$ cat config.mk
export PLATFORM = sky130hd
export DESIGN_NAME = session_table_idle_timeout_unit
export DESIGN_NICKNAME = d
export VERILOG_FILES = /design/src/rtl/core/sttu_pkg.sv /design/src/rtl/core/sttu_store.sv /design/src/rtl/core/sttu_ctrl.sv /design/src/rtl/core/session_table_idle_timeout_unit.sv
export SDC_FILE = /design/constraint.sdc
export NUM_CORES = 2
export LEC_CHECK = 0
export BUFFER_PORTS_ARGS = -buffer_cell sky130_fd_sc_hd__buf_4
export CORE_MARGIN = 5
export CORE_UTILIZATION = 60
export DETAILED_ROUTE_END_ITERATION = 12
export GPL_TIMING_DRIVEN = 0
export HOLD_SLACK_MARGIN = 0.12
export PLACE_DENSITY = 0.82
export SYNTH_ARGS = -nofsm -noshare
export SYNTH_HDL_FRONTEND = slang
export SYNTH_SLANG_ARGS = --single-unit
$ cat constraint.sdc
create_clock -name i_clk -period 8.72 [get_ports i_clk]
set_clock_uncertainty 0.15 [all_clocks]
set_input_delay 0.436 -clock i_clk [delete_from_list [all_inputs] [get_ports i_clk]]
set_output_delay 0.436 -clock i_clk [all_outputs]
set_load 0.005 [all_outputs]
$ cat src/rtl/core/sttu_pkg.sv
// Package for the session table idle timeout unit.
// Holds commands, sequencer states, control structs and field widths.
// No dependencies.
`default_nettype none

package sttu_pkg;

    localparam int SLOTS_DEF     = 8;
    localparam logic [31:0] TIMEOUT_RESET = 32'd3600;

    localparam int CMD_W   = 3;
    localparam int TIME_W  = 32;
    localparam int TOKEN_W = 64;
    localparam int SLOT_W  = 3;
    localparam int COUNT_W = 4;

    typedef enum logic [CMD_W-1:0] {
        CMD_CREATE      = 3'd0,
        CMD_VALIDATE    = 3'd1,
        CMD_DESTROY     = 3'd2,
        CMD_DESTROY_ALL = 3'd3,
        CMD_COUNT       = 3'd4
    } t_cmd;

    typedef enum logic [1:0] {
        ST_IDLE,
        ST_SCAN,
        ST_FINISH,
        ST_OUT
    } t_state;

    typedef struct packed {
        logic set;
        logic clr;
        logic clr_all;
    } t_valid_op;

    typedef struct packed {
        logic tok;
        logic la;
    } t_wr_op;

    typedef struct packed {
        logic [COUNT_W-1:0] count;
        logic               evicted;
        logic [SLOT_W-1:0]  slot;
        logic               ok;
    } t_result;

endpackage

`default_nettype wire

$ cat src/rtl/core/sttu_store.sv
// Session slot store: token and last-access memories plus valid flags.
// Registered read at one address, one write port. Depends on sttu_pkg.
`default_nettype none

module sttu_store
    import sttu_pkg::*;
#(
    parameter int SLOTS = SLOTS_DEF,
    localparam int IW   = (SLOTS > 1) ? $clog2(SLOTS) : 1
) (
    input  wire logic               i_clk,
    input  wire logic               i_rst_n,
    input  wire logic [IW-1:0]      i_rd_addr,
    output logic      [TOKEN_W-1:0] o_rd_th,
    output logic      [TOKEN_W-1:0] o_rd_tl,
    output logic      [TIME_W-1:0]  o_rd_la,
    input  wire t_wr_op             i_wr_op,
    input  wire logic [IW-1:0]      i_wr_addr,
    input  wire logic [TOKEN_W-1:0] i_wr_th,
    input  wire logic [TOKEN_W-1:0] i_wr_tl,
    input  wire logic [TIME_W-1:0]  i_wr_la,
    input  wire t_valid_op          i_vop,
    input  wire logic [IW-1:0]      i_v_idx,
    output logic      [SLOTS-1:0]   o_valid
);

    logic [TOKEN_W-1:0] mem_th [SLOTS];
    logic [TOKEN_W-1:0] mem_tl [SLOTS];
    logic [TIME_W-1:0]  mem_la [SLOTS];
    logic [SLOTS-1:0]   r_valid;

    always_ff @(posedge i_clk) begin
        if (i_wr_op.tok) begin
            mem_th[i_wr_addr] <= i_wr_th;
            mem_tl[i_wr_addr] <= i_wr_tl;
        end
        if (i_wr_op.la) begin
            mem_la[i_wr_addr] <= i_wr_la;
        end
    end

    always_ff @(posedge i_clk) begin
        o_rd_th <= mem_th[i_rd_addr];
        o_rd_tl <= mem_tl[i_rd_addr];
        o_rd_la <= mem_la[i_rd_addr];
    end

    always_ff @(posedge i_clk) begin
        if (!i_rst_n) begin
            r_valid <= '0;
        end else if (i_vop.clr_all) begin
            r_valid <= '0;
        end else if (i_vop.set) begin
            r_valid[i_v_idx] <= 1'b1;
        end else if (i_vop.clr) begin
            r_valid[i_v_idx] <= 1'b0;
        end
    end

    assign o_valid = r_valid;

endmodule

`default_nettype wire

$ cat src/rtl/core/sttu_ctrl.sv
// Sequencer for the session table: scans slots through one idle-time and
// compare unit, then commits the command. Depends on sttu_pkg.
`default_nettype none

module sttu_ctrl
    import sttu_pkg::*;
#(
    parameter int SLOTS = SLOTS_DEF,
    localparam int IW   = (SLOTS > 1) ? $clog2(SLOTS) : 1
) (
    input  wire logic               i_clk,
    input  wire logic               i_rst_n,
    input  wire logic               i_start,
    input  wire logic [CMD_W-1:0]   i_cmd,
    input  wire logic [TIME_W-1:0]  i_now,
    input  wire logic [TOKEN_W-1:0] i_th,
    input  wire logic [TOKEN_W-1:0] i_tl,
    input  wire logic [TIME_W-1:0]  i_timeout,
    input  wire logic               i_out_free,
    output logic                    o_idle,
    output logic                    o_res_valid,
    output t_result                 o_res,
    output logic      [IW-1:0]      o_rd_addr,
    input  wire logic [TOKEN_W-1:0] i_rd_th,
    input  wire logic [TOKEN_W-1:0] i_rd_tl,
    input  wire logic [TIME_W-1:0]  i_rd_la,
    input  wire logic [SLOTS-1:0]   i_valid,
    output t_wr_op                  o_wr_op,
    output logic      [IW-1:0]      o_wr_addr,
    output logic      [TOKEN_W-1:0] o_wr_th,
    output logic      [TOKEN_W-1:0] o_wr_tl,
    output logic      [TIME_W-1:0]  o_wr_la,
    output t_valid_op               o_vop,
    output logic      [IW-1:0]      o_v_idx
);

    localparam int CW = $clog2(SLOTS + 1);
    localparam logic [CW-1:0] ADDR_END = CW'(SLOTS);
    localparam logic [IW-1:0] IDX_LAST = IW'(SLOTS - 1);

    t_state             r_state, n_state;
    logic [CW-1:0]      r_addr, n_addr;
    logic               r_pv, n_pv;
    logic [IW-1:0]      r_pidx, n_pidx;
    logic               r_free_found, n_free_found;
    logic [IW-1:0]      r_free_idx, n_free_idx;
    logic [TIME_W-1:0]  r_min_la, n_min_la;
    logic [IW-1:0]      r_min_idx, n_min_idx;
    logic               r_found, n_found;
    logic [IW-1:0]      r_fidx, n_fidx;
    logic               r_fidle, n_fidle;
    logic [COUNT_W-1:0] r_cnt, n_cnt;
    t_result            r_res, n_res;

    logic [CMD_W-1:0]   r_cmd;
    logic [TIME_W-1:0]  r_now;
    logic [TOKEN_W-1:0] r_th;
    logic [TOKEN_W-1:0] r_tl;

    logic               cur_valid;
    logic               idle_hit;
    logic               live;
    logic               match;
    logic               scan_cmd;
    logic [IW-1:0]      create_idx;

    always_ff @(posedge i_clk) begin
        if (!i_rst_n) begin
            r_state      <= ST_IDLE;
            r_pv         <= 1'b0;
        end else begin
            r_state      <= n_state;
            r_pv         <= n_pv;
        end
    end

    always_ff @(posedge i_clk) begin
        r_addr       <= n_addr;
        r_pidx       <= n_pidx;
        r_free_found <= n_free_found;
        r_free_idx   <= n_free_idx;
        r_min_la     <= n_min_la;
        r_min_idx    <= n_min_idx;
        r_found      <= n_found;
        r_fidx       <= n_fidx;
        r_fidle      <= n_fidle;
        r_cnt        <= n_cnt;
        r_res        <= n_res;
        if (o_idle && i_start) begin
            r_cmd <= i_cmd;
            r_now <= i_now;
            r_th  <= i_th;
            r_tl  <= i_tl;
        end
    end

    assign cur_valid  = i_valid[r_pidx];
    assign idle_hit   = (r_now - i_rd_la) > i_timeout;
    assign live       = cur_valid && !idle_hit;
    assign match      = cur_valid && (i_rd_th == r_th) && (i_rd_tl == r_tl);
    assign scan_cmd   = (i_cmd == CMD_CREATE) || (i_cmd == CMD_VALIDATE) ||
                        (i_cmd == CMD_DESTROY) || (i_cmd == CMD_COUNT);
    assign create_idx = r_free_found ? r_free_idx : r_min_idx;

    assign o_idle      = (r_state == ST_IDLE);
    assign o_res_valid = (r_state == ST_OUT);
    assign o_res       = r_res;
    assign o_rd_addr   = (r_addr < ADDR_END) ? r_addr[IW-1:0] : '0;
    assign o_wr_th     = r_th;
    assign o_wr_tl     = r_tl;
    assign o_wr_la     = r_now;

    always_comb begin
        n_state      = r_state;
        n_addr       = r_addr;
        n_pv         = 1'b0;
        n_pidx       = r_pidx;
        n_free_found = r_free_found;
        n_free_idx   = r_free_idx;
        n_min_la     = r_min_la;
        n_min_idx    = r_min_idx;
        n_found      = r_found;
        n_fidx       = r_fidx;
        n_fidle      = r_fidle;
        n_cnt        = r_cnt;
        n_res        = r_res;
        o_vop        = '0;
        o_v_idx      = r_pidx;
        o_wr_op      = '0;
        o_wr_addr    = create_idx;

        unique case (r_state)
            ST_IDLE: begin
                if (i_start) begin
                    n_state      = scan_cmd ? ST_SCAN : ST_FINISH;
                    n_addr       = '0;
                    n_free_found = 1'b0;
                    n_found      = 1'b0;
                    n_cnt        = '0;
                end
            end
            ST_SCAN: begin
                if (r_addr < ADDR_END) begin
                    n_addr = r_addr + CW'(1);
                    n_pv   = 1'b1;
                    n_pidx = r_addr[IW-1:0];
                end
                if (r_pv) begin
                    if (r_cmd == CMD_CREATE || r_cmd == CMD_COUNT) begin
                        if (cur_valid && idle_hit) begin
                            o_vop.clr = 1'b1;
                        end
                        if (r_cmd == CMD_CREATE) begin
                            if (!live && !r_free_found) begin
                                n_free_found = 1'b1;
                                n_free_idx   = r_pidx;
                            end
                            if (r_pidx == '0 || i_rd_la < r_min_la) begin
                                n_min_la  = i_rd_la;
                                n_min_idx = r_pidx;
                            end
                        end else if (live && r_cnt != '1) begin
                            n_cnt = r_cnt + COUNT_W'(1);
                        end
                    end else if (match && !r_found) begin
                        n_found = 1'b1;
                        n_fidx  = r_pidx;
                        n_fidle = idle_hit;
                    end
                    if (r_pidx == IDX_LAST) begin
                        n_state = ST_FINISH;
                    end
                end
            end
            ST_FINISH: begin
                n_res   = '0;
                n_state = ST_OUT;
                unique case (r_cmd)
                    CMD_CREATE: begin
                        o_vop.set     = 1'b1;
                        o_v_idx       = create_idx;
                        o_wr_op.tok   = 1'b1;
                        o_wr_op.la    = 1'b1;
                        o_wr_addr     = create_idx;
                        n_res.ok      = 1'b1;
                        n_res.slot    = SLOT_W'(create_idx);
                        n_res.evicted = !r_free_found;
                    end
                    CMD_VALIDATE: begin
                        if (r_found) begin
                            n_res.slot = SLOT_W'(r_fidx);
                            o_v_idx    = r_fidx;
                            o_wr_addr  = r_fidx;
                            if (r_fidle) begin
                                o_vop.clr = 1'b1;
                            end else begin
                                o_wr_op.la = 1'b1;
                                n_res.ok   = 1'b1;
                            end
                        end
                    end
                    CMD_DESTROY: begin
                        if (r_found) begin
                            o_v_idx    = r_fidx;
                            o_vop.clr  = 1'b1;
                            n_res.ok   = 1'b1;
                            n_res.slot = SLOT_W'(r_fidx);
                        end
                    end
                    CMD_DESTROY_ALL: begin
                        o_vop.clr_all = 1'b1;
                    end
                    CMD_COUNT: begin
                        n_res.count = r_cnt;
                    end
                    default: begin
                    end
                endcase
            end
            ST_OUT: begin
                if (i_out_free) begin
                    n_state = ST_IDLE;
                end
            end
            default: begin
                n_state = ST_IDLE;
            end
        endcase
    end

endmodule

`default_nettype wire

$ cat src/rtl/core/session_table_idle_timeout_unit.sv
// Session table with idle timeout: top level with stream ports, timeout
// register and output register. Depends on sttu_pkg, sttu_store, sttu_ctrl.
// One command at a time: the input is ready only while the sequencer is idle.
// Scanning commands walk every slot first; destroy-all and unknown ones do not.
// A stalled output holds the sequencer, and with it the next command.
// Reset clears all valid flags at once and loads the timeout with 3600.
`default_nettype none

module session_table_idle_timeout_unit
    import sttu_pkg::*;
#(
    parameter int SLOTS = SLOTS_DEF
) (
    input  wire logic         i_clk,
    input  wire logic         i_rst_n,
    input  wire logic         i_cfg_valid,
    output logic              o_cfg_ready,
    input  wire logic [31:0]  i_cfg_data,      // idle_timeout_sec
    input  wire logic         i_s_axis_tvalid,
    output logic              o_s_axis_tready,
    input  wire logic [159:0] i_s_axis_tdata,  // now_sec, token_high, token_low
    input  wire logic [2:0]   i_s_axis_tuser,  // cmd
    output logic              o_m_axis_tvalid,
    input  wire logic         i_m_axis_tready,
    output logic [15:0]       o_m_axis_tdata   // ok, slot, evicted, active_count, zero pad
);

    localparam int IW = (SLOTS > 1) ? $clog2(SLOTS) : 1;

    logic [TIME_W-1:0]  r_timeout;
    logic               r_m_tvalid;
    t_result            r_m_res;

    logic               start;
    logic               out_free;
    logic               idle;
    logic               res_valid;
    t_result            res;
    logic [IW-1:0]      rd_addr;
    logic [TOKEN_W-1:0] rd_th;
    logic [TOKEN_W-1:0] rd_tl;
    logic [TIME_W-1:0]  rd_la;
    logic [SLOTS-1:0]   valid;
    t_wr_op             wr_op;
    logic [IW-1:0]      wr_addr;
    logic [TOKEN_W-1:0] wr_th;
    logic [TOKEN_W-1:0] wr_tl;
    logic [TIME_W-1:0]  wr_la;
    t_valid_op          vop;
    logic [IW-1:0]      v_idx;

    assign o_cfg_ready     = 1'b1;
    assign o_s_axis_tready = idle;
    assign start           = i_s_axis_tvalid && idle;
    assign out_free        = !r_m_tvalid || i_m_axis_tready;
    assign o_m_axis_tvalid = r_m_tvalid;
    assign o_m_axis_tdata  = {7'd0, r_m_res};

    always_ff @(posedge i_clk) begin
        if (!i_rst_n) begin
            r_timeout <= TIMEOUT_RESET;
        end else if (i_cfg_valid) begin
            r_timeout <= i_cfg_data;
        end
    end

    always_ff @(posedge i_clk) begin
        if (!i_rst_n) begin
            r_m_tvalid <= 1'b0;
        end else if (out_free) begin
            r_m_tvalid <= res_valid;
        end
    end

    always_ff @(posedge i_clk) begin
        if (out_free && res_valid) begin
            r_m_res <= res;
        end
    end

    sttu_ctrl #(
        .SLOTS (SLOTS)
    ) u_ctrl (
        .i_clk       (i_clk),
        .i_rst_n     (i_rst_n),
        .i_start     (start),
        .i_cmd       (i_s_axis_tuser),
        .i_now       (i_s_axis_tdata[31:0]),
        .i_th        (i_s_axis_tdata[95:32]),
        .i_tl        (i_s_axis_tdata[159:96]),
        .i_timeout   (r_timeout),
        .i_out_free  (out_free),
        .o_idle      (idle),
        .o_res_valid (res_valid),
        .o_res       (res),
        .o_rd_addr   (rd_addr),
        .i_rd_th     (rd_th),
        .i_rd_tl     (rd_tl),
        .i_rd_la     (rd_la),
        .i_valid     (valid),
        .o_wr_op     (wr_op),
        .o_wr_addr   (wr_addr),
        .o_wr_th     (wr_th),
        .o_wr_tl     (wr_tl),
        .o_wr_la     (wr_la),
        .o_vop       (vop),
        .o_v_idx     (v_idx)
    );

    sttu_store #(
        .SLOTS (SLOTS)
    ) u_store (
        .i_clk     (i_clk),
        .i_rst_n   (i_rst_n),
        .i_rd_addr (rd_addr),
        .o_rd_th   (rd_th),
        .o_rd_tl   (rd_tl),
        .o_rd_la   (rd_la),
        .i_wr_op   (wr_op),
        .i_wr_addr (wr_addr),
        .i_wr_th   (wr_th),
        .i_wr_tl   (wr_tl),
        .i_wr_la   (wr_la),
        .i_vop     (vop),
        .i_v_idx   (v_idx),
        .o_valid   (valid)
    );

endmodule

`default_nettype wire

Yosys cells after proc, flatten, opt, wreduce, memory -nomap -nowiden
Memories as Yosys holds them, arrays and structs flattened. A register that Yosys moved wholly into a read port is not among the register bits.
Index checks and enable logic that the tools add are counted.
W data, S select, Z words.
{ "word_totals": {"register_bits": 280, "out_inout_bits": 19, "wordCells": 172, "ram_bits": 1280, "in_bits": 200, "n_memories": 3} }
{ "memory_table": {"columns": ["name", "depth", "width", "rd", "rd_clocked_by_memory_dff", "wr", "line", "source"], "rows": [
  ["u_store.mem_th", 8, 64, 1, 1, 1, "sttu_store.sv:27", "logic [TOKEN_W-1:0] mem_th [SLOTS];"],
  ["u_store.mem_tl", 8, 64, 1, 1, 1, "sttu_store.sv:28", "logic [TOKEN_W-1:0] mem_tl [SLOTS];"],
  ["u_store.mem_la", 8, 32, 1, 1, 1, "sttu_store.sv:29", "logic [TIME_W-1:0] mem_la [SLOTS];"]
]} }
{ "classes": {"n_addsub": 3, "magnitude_cmp": 6, "n_eq_ne": 26, "muxes": 62, "reduce_logical": 40, "bitwise_logic": 5} }
{ "op_table": {"columns": ["op", "n"], "rows": [
  ["$eq A64 B64 Y1", 2],
  ["$gt A32 B32 Y1", 1],
  ["$lt A32 B32 Y1", 1],
  ["$mux W4", 8],
  ["$sub A32 B32 Y32", 1],
  ["$mux W1", 27],
  ["$mux W3", 7],
  ["$ne A2 B1 Y1 const B", 9],
  ["$mux W8", 2],
  ["$pmux W4 S2", 2],
  ["$reduce_and A5 Y1", 3],
  ["$mux W2", 6],
  ["$pmux W4 S3", 1],
  ["$reduce_and A6 Y1", 2],
  ["$logic_and A1 B1 Y1", 11],
  ["$pmux W1 S2", 5],
  ["$eq A3 B2 Y1 const B", 3],
  ["$eq A3 B3 Y1 const B", 3],
  ["$logic_not A3 Y1", 3],
  ["$add A4 B1 Y4 const B", 2],
  ["$and A8 B8 Y8", 1],
  ["$lt A3 B4 Y1 const B", 2],
  ["$not A8 Y8", 1],
  ["$or A8 B8 Y8", 1],
  ["other kinds (20)", 38]
]} }

Logic depth before layout (Yosys ltp)
{ "logic_depth": {"depth_word": 12, "mapped_depth": 21, "mapped_depth_nobuf": 21} }

Cells and area by module
From an unflattened synthesis, not the netlist that was laid out.
{ "unflattened": {"hier_cells": 3281, "hier_area_um2": 66407.4} }
{ "by_module_without_submodules": {"columns": ["mod", "instances", "cells_per_inst", "area_each_um2", "seq_area_each_um2"], "rows": [
  ["sttu_store", 1, 2071, 52052.4, 41800.1],
  ["sttu_ctrl", 1, 1082, 12733.5, 6876.6],
  ["session_table_idle_timeout_unit", 1, 128, 1621.6, 930.9]
]} }

Least setup slack after synthesis
No wires, ideal clock.
{ "synth_path": {"path_type": "register to register", "start": "register u_ctrl.r_state[0]", "end": "register with a tool-made name", "n_path_buf": 0, "path_slack_ps": 793, "t_required_ps": 8470, "synth_period_minus_slack_ps": 7927, "setup_time_ps": 100, "arrival_ps": 7677, "stages_incl_launch_ff": 10, "cell_sequence": "dfxtp_1 > inv_1 > ha_1 > nand2b_2 > nor3_4 > mux2i_1 > nand2_1 > nor2_1 > nor4_1 > a211oi_1"} }
{ "synth_rtl": {"columns": ["element", "line", "source"], "rows": [
  ["from (decl)", "sttu_ctrl.sv:41", "t_state r_state, n_state;"],
  ["from (signal assigned)", "sttu_ctrl.sv:72", "r_state <= n_state;"]
]} }

Worst setup path in the final report
{ "layout_path": {"start": "register u_ctrl.r_now[0], in the netlist u_ctrl.o_wr_la[0]", "end": "register u_ctrl.r_cnt[0] (enable)"} }
{ "layout_between": {"elab_chain_len": 7} }
{ "layout_rtl": {"columns": ["element", "line", "source"], "rows": [
  ["from (decl)", "sttu_ctrl.sv:56", "logic [TIME_W-1:0] r_now;"],
  ["from (signal assigned)", "sttu_ctrl.sv:91", "r_now <= i_now;"],
  ["$sub A32 B32 Y32", "sttu_ctrl.sv:98", "assign idle_hit = (r_now - i_rd_la) > i_timeout;"],
  ["$gt A32 B32 Y1", "sttu_ctrl.sv:98", null],
  ["net u_ctrl.idle_hit", "sttu_ctrl.sv:61", "logic idle_hit;"],
  ["$logic_not A1 Y1", "sttu_ctrl.sv:99", "assign live = cur_valid && !idle_hit;"],
  ["$logic_and A1 B1 Y1", "sttu_ctrl.sv:99", null],
  ["$logic_and A1 B1 Y1", "sttu_ctrl.sv:162", "end else if (live && r_cnt != '1) begin"],
  ["$ne A2 B1 Y1 (no line)", null, null],
  ["$reduce_and A6 Y1 (no line)", null, null],
  ["to (signal assigned)", "sttu_ctrl.sv:87", "r_cnt <= n_cnt;"],
  ["to (decl)", "sttu_ctrl.sv:52", "logic [COUNT_W-1:0] r_cnt, n_cnt;"]
]} }
The timed path passes the listed nets, and every way through them passes these cells.
A chain may end at the register's enable or synchronous reset.

==> tab_implementation.tex <==
\begin{tabular}{lr}
\hline
Metric & Value \\
\hline
\multicolumn{2}{l}{\textbf{Global route}} \\
\quad All-layer global routing usage & 0.3131 \\
\quad Initial antenna violation count & 3 \\
\quad Total congestion overflow after global routing & 0 \\
\quad Maximum number of pins on one net before global-route repair & 95 \\
\quad Number of global-route vias before repair & 42820 \\
\quad Wire length of the first global-routing pass & 272100 um \\
\multicolumn{2}{l}{\textbf{Clocking}} \\
\quad CTS Buffer Depth & 3 \\
\quad Post-CTS Hold Buffers & 208 \\
\quad Worst skew pair latency & 0.81 ns \\
\quad Buffer type at the clock tree root & sky130\_fd\_sc\_hd\_\_clkbuf\_16 \\
\quad Number of buffers created by CTS & 166 \\
\quad Number of sinks handled by clock tree synthesis & 1720 \\
\quad Quantity of gates resized following cts & 0 \\
\quad CTS tree & done \\
\quad Clock Pin Slew Worst Setup and Hold Paths & 0.07 ns \\
\quad Post-CTS setup repair buffer count & 0 \\
\quad H-tree depth reported by CTS & 4 \\
\multicolumn{2}{l}{\textbf{Placed design}} \\
\quad RD Place Congestion & 0.9143 \\
\quad Estimated wirelength of the detail-placed design & 112000 um \\
\quad Port Buffer Count & 208 \\
\quad Area after detailed placement & 71000 um\^{}2 \\
\quad Cell count after placement & 5909 \\
\multicolumn{2}{l}{\textbf{Routing}} \\
\quad Total DRC errors in the routed layout & 0 \\
\quad Total number of vias & 42310 \\
\quad Final wirelength & 185700 um \\
\quad Vias per Instance & 6.578 \\
\quad Number of iterations in the first detailed-routing pass & 7 \\
\quad Routed wirelength normalized by instance count & 28.88 um \\
\quad Detail Route Antenna Nets & 0 \\
\quad Starting DRT DRC Count & 5973 \\
\multicolumn{2}{l}{\textbf{Synthesis}} \\
\quad Number of flops mapped to enable cells by yosys & 1516 \\
\quad Top-count cell post-synth & sky130\_fd\_sc\_hd\_\_edfxtp\_1 \\
\quad Proportion of netlist area held by the largest area contributor & 0.6835 \\
\quad Yosys warns & 0 \\
\quad Post-synth ARST share & 0 \\
\quad Distinct cells, synth & 68 \\
\quad Post-synth top cells & 1516 x sky130\_fd\_sc\_hd\_\_edfxtp\_1, 666 x sky130\_fd\_sc\_hd\_\_o21ai\_0, 210 x sky130\_fd\_sc\_hd\_\_a21oi\_1 \\
\quad Post-synthesis average cell area & 15.97 um\^{}2 \\
\quad Post-Syn Instances & 4171 \\
\quad Total standard cell area after synthesis & 66600 um\^{}2 \\
\quad Biggest area consumer among synthesized cells & sky130\_fd\_sc\_hd\_\_edfxtp\_1 \\
\quad Sequential cell area fraction in the yosys report & 0.7449 \\
\quad Ranking of synthesized cells by area & sky130\_fd\_sc\_hd\_\_edfxtp\_1 68\%, sky130\_fd\_sc\_hd\_\_dfxtp\_1 6.1\%, sky130\_fd\_sc\_hd\_\_mux4\_2 5.5\%, sky130\_fd\_sc\_hd\_\_o21ai\_0 5.0\%, sky130\_fd\_sc\_hd\_\_o22a\_1 2.1\% \\
\quad Number of synthesized register bits & 1720 \\
\quad Prevailing post-synth register cell & sky130\_fd\_sc\_hd\_\_edfxtp\_1 \\
\multicolumn{2}{l}{\textbf{Critical path}} \\
\quad Register-to-Register Setup Slack & 1.74 ns \\
\quad Family of cells with the greatest summed delay on the critical path & compound AO/OA/AOI/OAI gates \\
\quad Crit path kind & register to register \\
\quad Series of cell instances along the critical path & inv\_1 > ha\_1 > inv\_1 > fa\_1 > a21oi\_1 > nand4b\_1 > a211oi\_1 > o311ai\_1 > a21oi\_1 > a221oi\_2 > o211ai\_1 > xnor2\_1 > ha\_1 > nand4\_1 > or2\_2 > nor3\_1 > a2111oi\_0 > a22oi\_1 > or3\_1 > a21oi\_1 \\
\quad Most frequent cell on the critical path & sky130\_fd\_sc\_hd\_\_a21oi\_1 \\
\quad CP bufs+invs & 2 \\
\quad Worst path arrival time & 7.25 ns \\
\quad CP startpoint kind & register \\
\quad R2r worst-path depth & 20 \\
\quad Startpoint of the lowest-slack register-to-register path & u\_ctrl.o\_wr\_la[0]\$\_DFFE\_PP\_ \\
\quad Element type at the critical path end & register \\
\quad Crit Reg-Reg Endpoint & u\_ctrl.r\_cnt[0]\$\_SDFFCE\_PN0P\_ \\
\quad Slowest library cell on the worst path & sky130\_fd\_sc\_hd\_\_a2111oi\_0 \\
\quad Crit path from & u\_ctrl.o\_wr\_la[0]\$\_DFFE\_PP\_ \\
\quad Required time at the worst-slack endpoint & 8.98 ns \\
\quad Crit path largest cell delay & 0.98 ns \\
\quad Worst Path Max Fanout & 9 \\
\multicolumn{2}{l}{\textbf{Floorplan}} \\
\quad Area of the core & 110500 um\^{}2 \\
\quad Die Outline Area & 117800 um\^{}2 \\
\quad Row count & 122 \\
\quad Die outline height & 343.2 um \\
\quad Starting Density & 0.6026 \\
\quad Die width & 343.2 um \\
\quad Number of top-level pins & 219 \\
\multicolumn{2}{l}{\textbf{Pwr}} \\
\quad Max rail drop VDD & 236.3 uV \\
\quad Power Dens Cells & 333.2 nW/um\^{}2 \\
\quad Leak pwr & 0.02688 uW \\
\multicolumn{2}{l}{\textbf{STA}} \\
\quad Unrepaired setup endpoints after global routing & no \\
\quad Final sum of negative setup slack & 0 ns \\
\quad Achievable frequency & 0.1432 GHz \\
\quad Min cycle time layout & 6.984 ns \\
\quad Hold violation count in the final report & 0 \\
\quad Slew at the pin with the worst max-slew slack & 1.561 ns \\
\quad Portion of the clock cycle consumed by the worst path in the final layout & 0.8009 \\
\quad \# setup viols final & 0 \\
\quad Tightest slew margin relative to the limit & -0.04065 \\
\quad Pins over their slew limit & 24 \\
\multicolumn{2}{l}{\textbf{Run}} \\
\quad Number of max-capacitance violations reported & 3 \\
\multicolumn{2}{l}{\textbf{Min path}} \\
\quad Worst Hold Launch & i\_s\_axis\_tdata[86] \\
\quad Hold Crit Depth & 2 \\
\quad Worst hold path endpoint & u\_ctrl.o\_wr\_th[54]\$\_DFFE\_PP\_ \\
\quad Classification of the worst-slack hold path & input port to register \\
\multicolumn{2}{l}{\textbf{Finish}} \\
\quad Final std cells w/o fill & 6432 \\
\quad Ratio of cells with drive above 1 in the final layout & 0.1459 \\
\quad Number of nets at the end of the flow & 5098 \\
\quad Area growth, synth to finish & 18.12\% \\
\quad Finished layout cell area & 78670 um\^{}2 \\
\multicolumn{2}{l}{\textbf{Outcome}} \\
\quad Outcome & finished with violations \\
\quad Failing checks & capacitance limit, slew limit \\
\hline
\end{tabular}
==> power breakdown <==
group	internal, uW	switching, uW
clock	4190	3150
combinational	2740	5020
sequential	10200	936
total	17100	9110
==> per-stage QoR <==
| step | hold slack (ns) | util | total power [uW] | worst slack (ns) |
|---|---|---|---|---|
| floorplan | 0.2503 | - | 15530 | 0.7930 |
| global placement | 0.2567 | 0.6338 | 18190 | -4.340 |
| detailed placement | 0.2611 | 0.6425 | 18460 | 2.171 |
| CTS | 0.1680 | 0.7118 | 25910 | 2.114 |
| global route | 0.2025 | 0.7118 | 27150 | 1.381 |
| finish | 0.2119 | 0.7118 | 26210 | 1.736 |
==> worst reg2reg max path: cells and delay by family (launching register included) <==
family	cells	cell delay, ns
DFF	1	0.51
and+or+nand+nor	5	0.99
adders and majority gates	3	0.87
buffers and inverters	2	0.22
xor gates and xnor gates	1	0.15
AOI/OAI and AO/OA	9	3.72
==> placed cells by master, fill, tap and decap left out, drive strengths merged, types with 100 or more instances in the layout <==
cell | netlist | layout
o21ai | 667 | 667
ha | 100 | 100
dfxtp | 204 | 204
buf | 57 | 301
inv | 177 | 184
o22a | 160 | 160
dlygate4sd3 | 0 | 208
edfxtp | 1516 | 1516
nand2 | 203 | 203
clkbuf | 162 | 401
mux4 | 162 | 162
a21oi | 210 | 210
==> logic make-up (layout without fill, tap and decap cells) <==
kind of cell             Yosys count  after routing  share of synthesized area
multiplexers                     202            202                    0.06091
adder cells (fa/ha/maj)          102            102                    0.01924
other                              2              9                  0.0001128
AO/OA/AOI/OAI                   1197           1197                     0.1063
flip-flops                      1720           1720                     0.7449
buffers and inverters            396           1162                    0.02320
XOR/XNOR                          91             91                    0.01197
AND/OR/NAND/NOR                  461            461                    0.03342
==> sequential cells by signal, indices dropped and copies added, names as in the netlist, 32 cells and up, named ones only <==
signal,flops
u_ctrl.o_wr_th,64
r_timeout,32
u_store.o_rd_tl,64
u_store.mem_la,256
u_store.mem_tl,512
u_store.o_rd_la,32
u_ctrl.o_wr_la,32
u_store.mem_th,512
u_ctrl.o_wr_tl,64
u_store.o_rd_th,64
u_ctrl.r_min_la,32
==> how the worst max path moves through the flow <==
stage / endpoint / slack, ns / depth (start not counted)
3_5_place_dp: u_ctrl.r_cnt[1]$_SDFFCE_PN0P_ / 2.17 / 20
2_1_floorplan: register / 0.79 / 9
5_1_grt: u_ctrl.r_cnt[2]$_SDFFCE_PN0P_ / 1.38 / 20
6_report: u_ctrl.r_cnt[0]$_SDFFCE_PN0P_ / 1.74 / 20
3_3_place_gp: u_store.mem_th[1][41]$_DFFE_PP_ / -4.34 / 7
4_1_cts: u_ctrl.r_cnt[2]$_SDFFCE_PN0P_ / 2.11 / 20
==> layer usage <==
layer	up-vias	wire length (um)	share of wire	global-route usage
met5	-	27	0.00015	0
met4	4	11510	0.062	0.1641
met3	676	22820	0.12	0.07896
met2	3446	89140	0.48	0.5082
met1	20710	62230	0.34	0.3943
li1	17470	-	-	-
==> area by class of cell <==
cell class              count  area, um^2
repair buffers            452        4469
diodes                      1       2.502
clock inverters            75       855.8
well taps                1488        1862
fillers                  6429       31850
flip-flops and latches   1720       49610
multi-input cells        2061       15570
plain buffers             219       880.8
inverters                 177       691.9
clock buffers             239        4723
No activity file was read; power rests on OpenSTA's default activity.
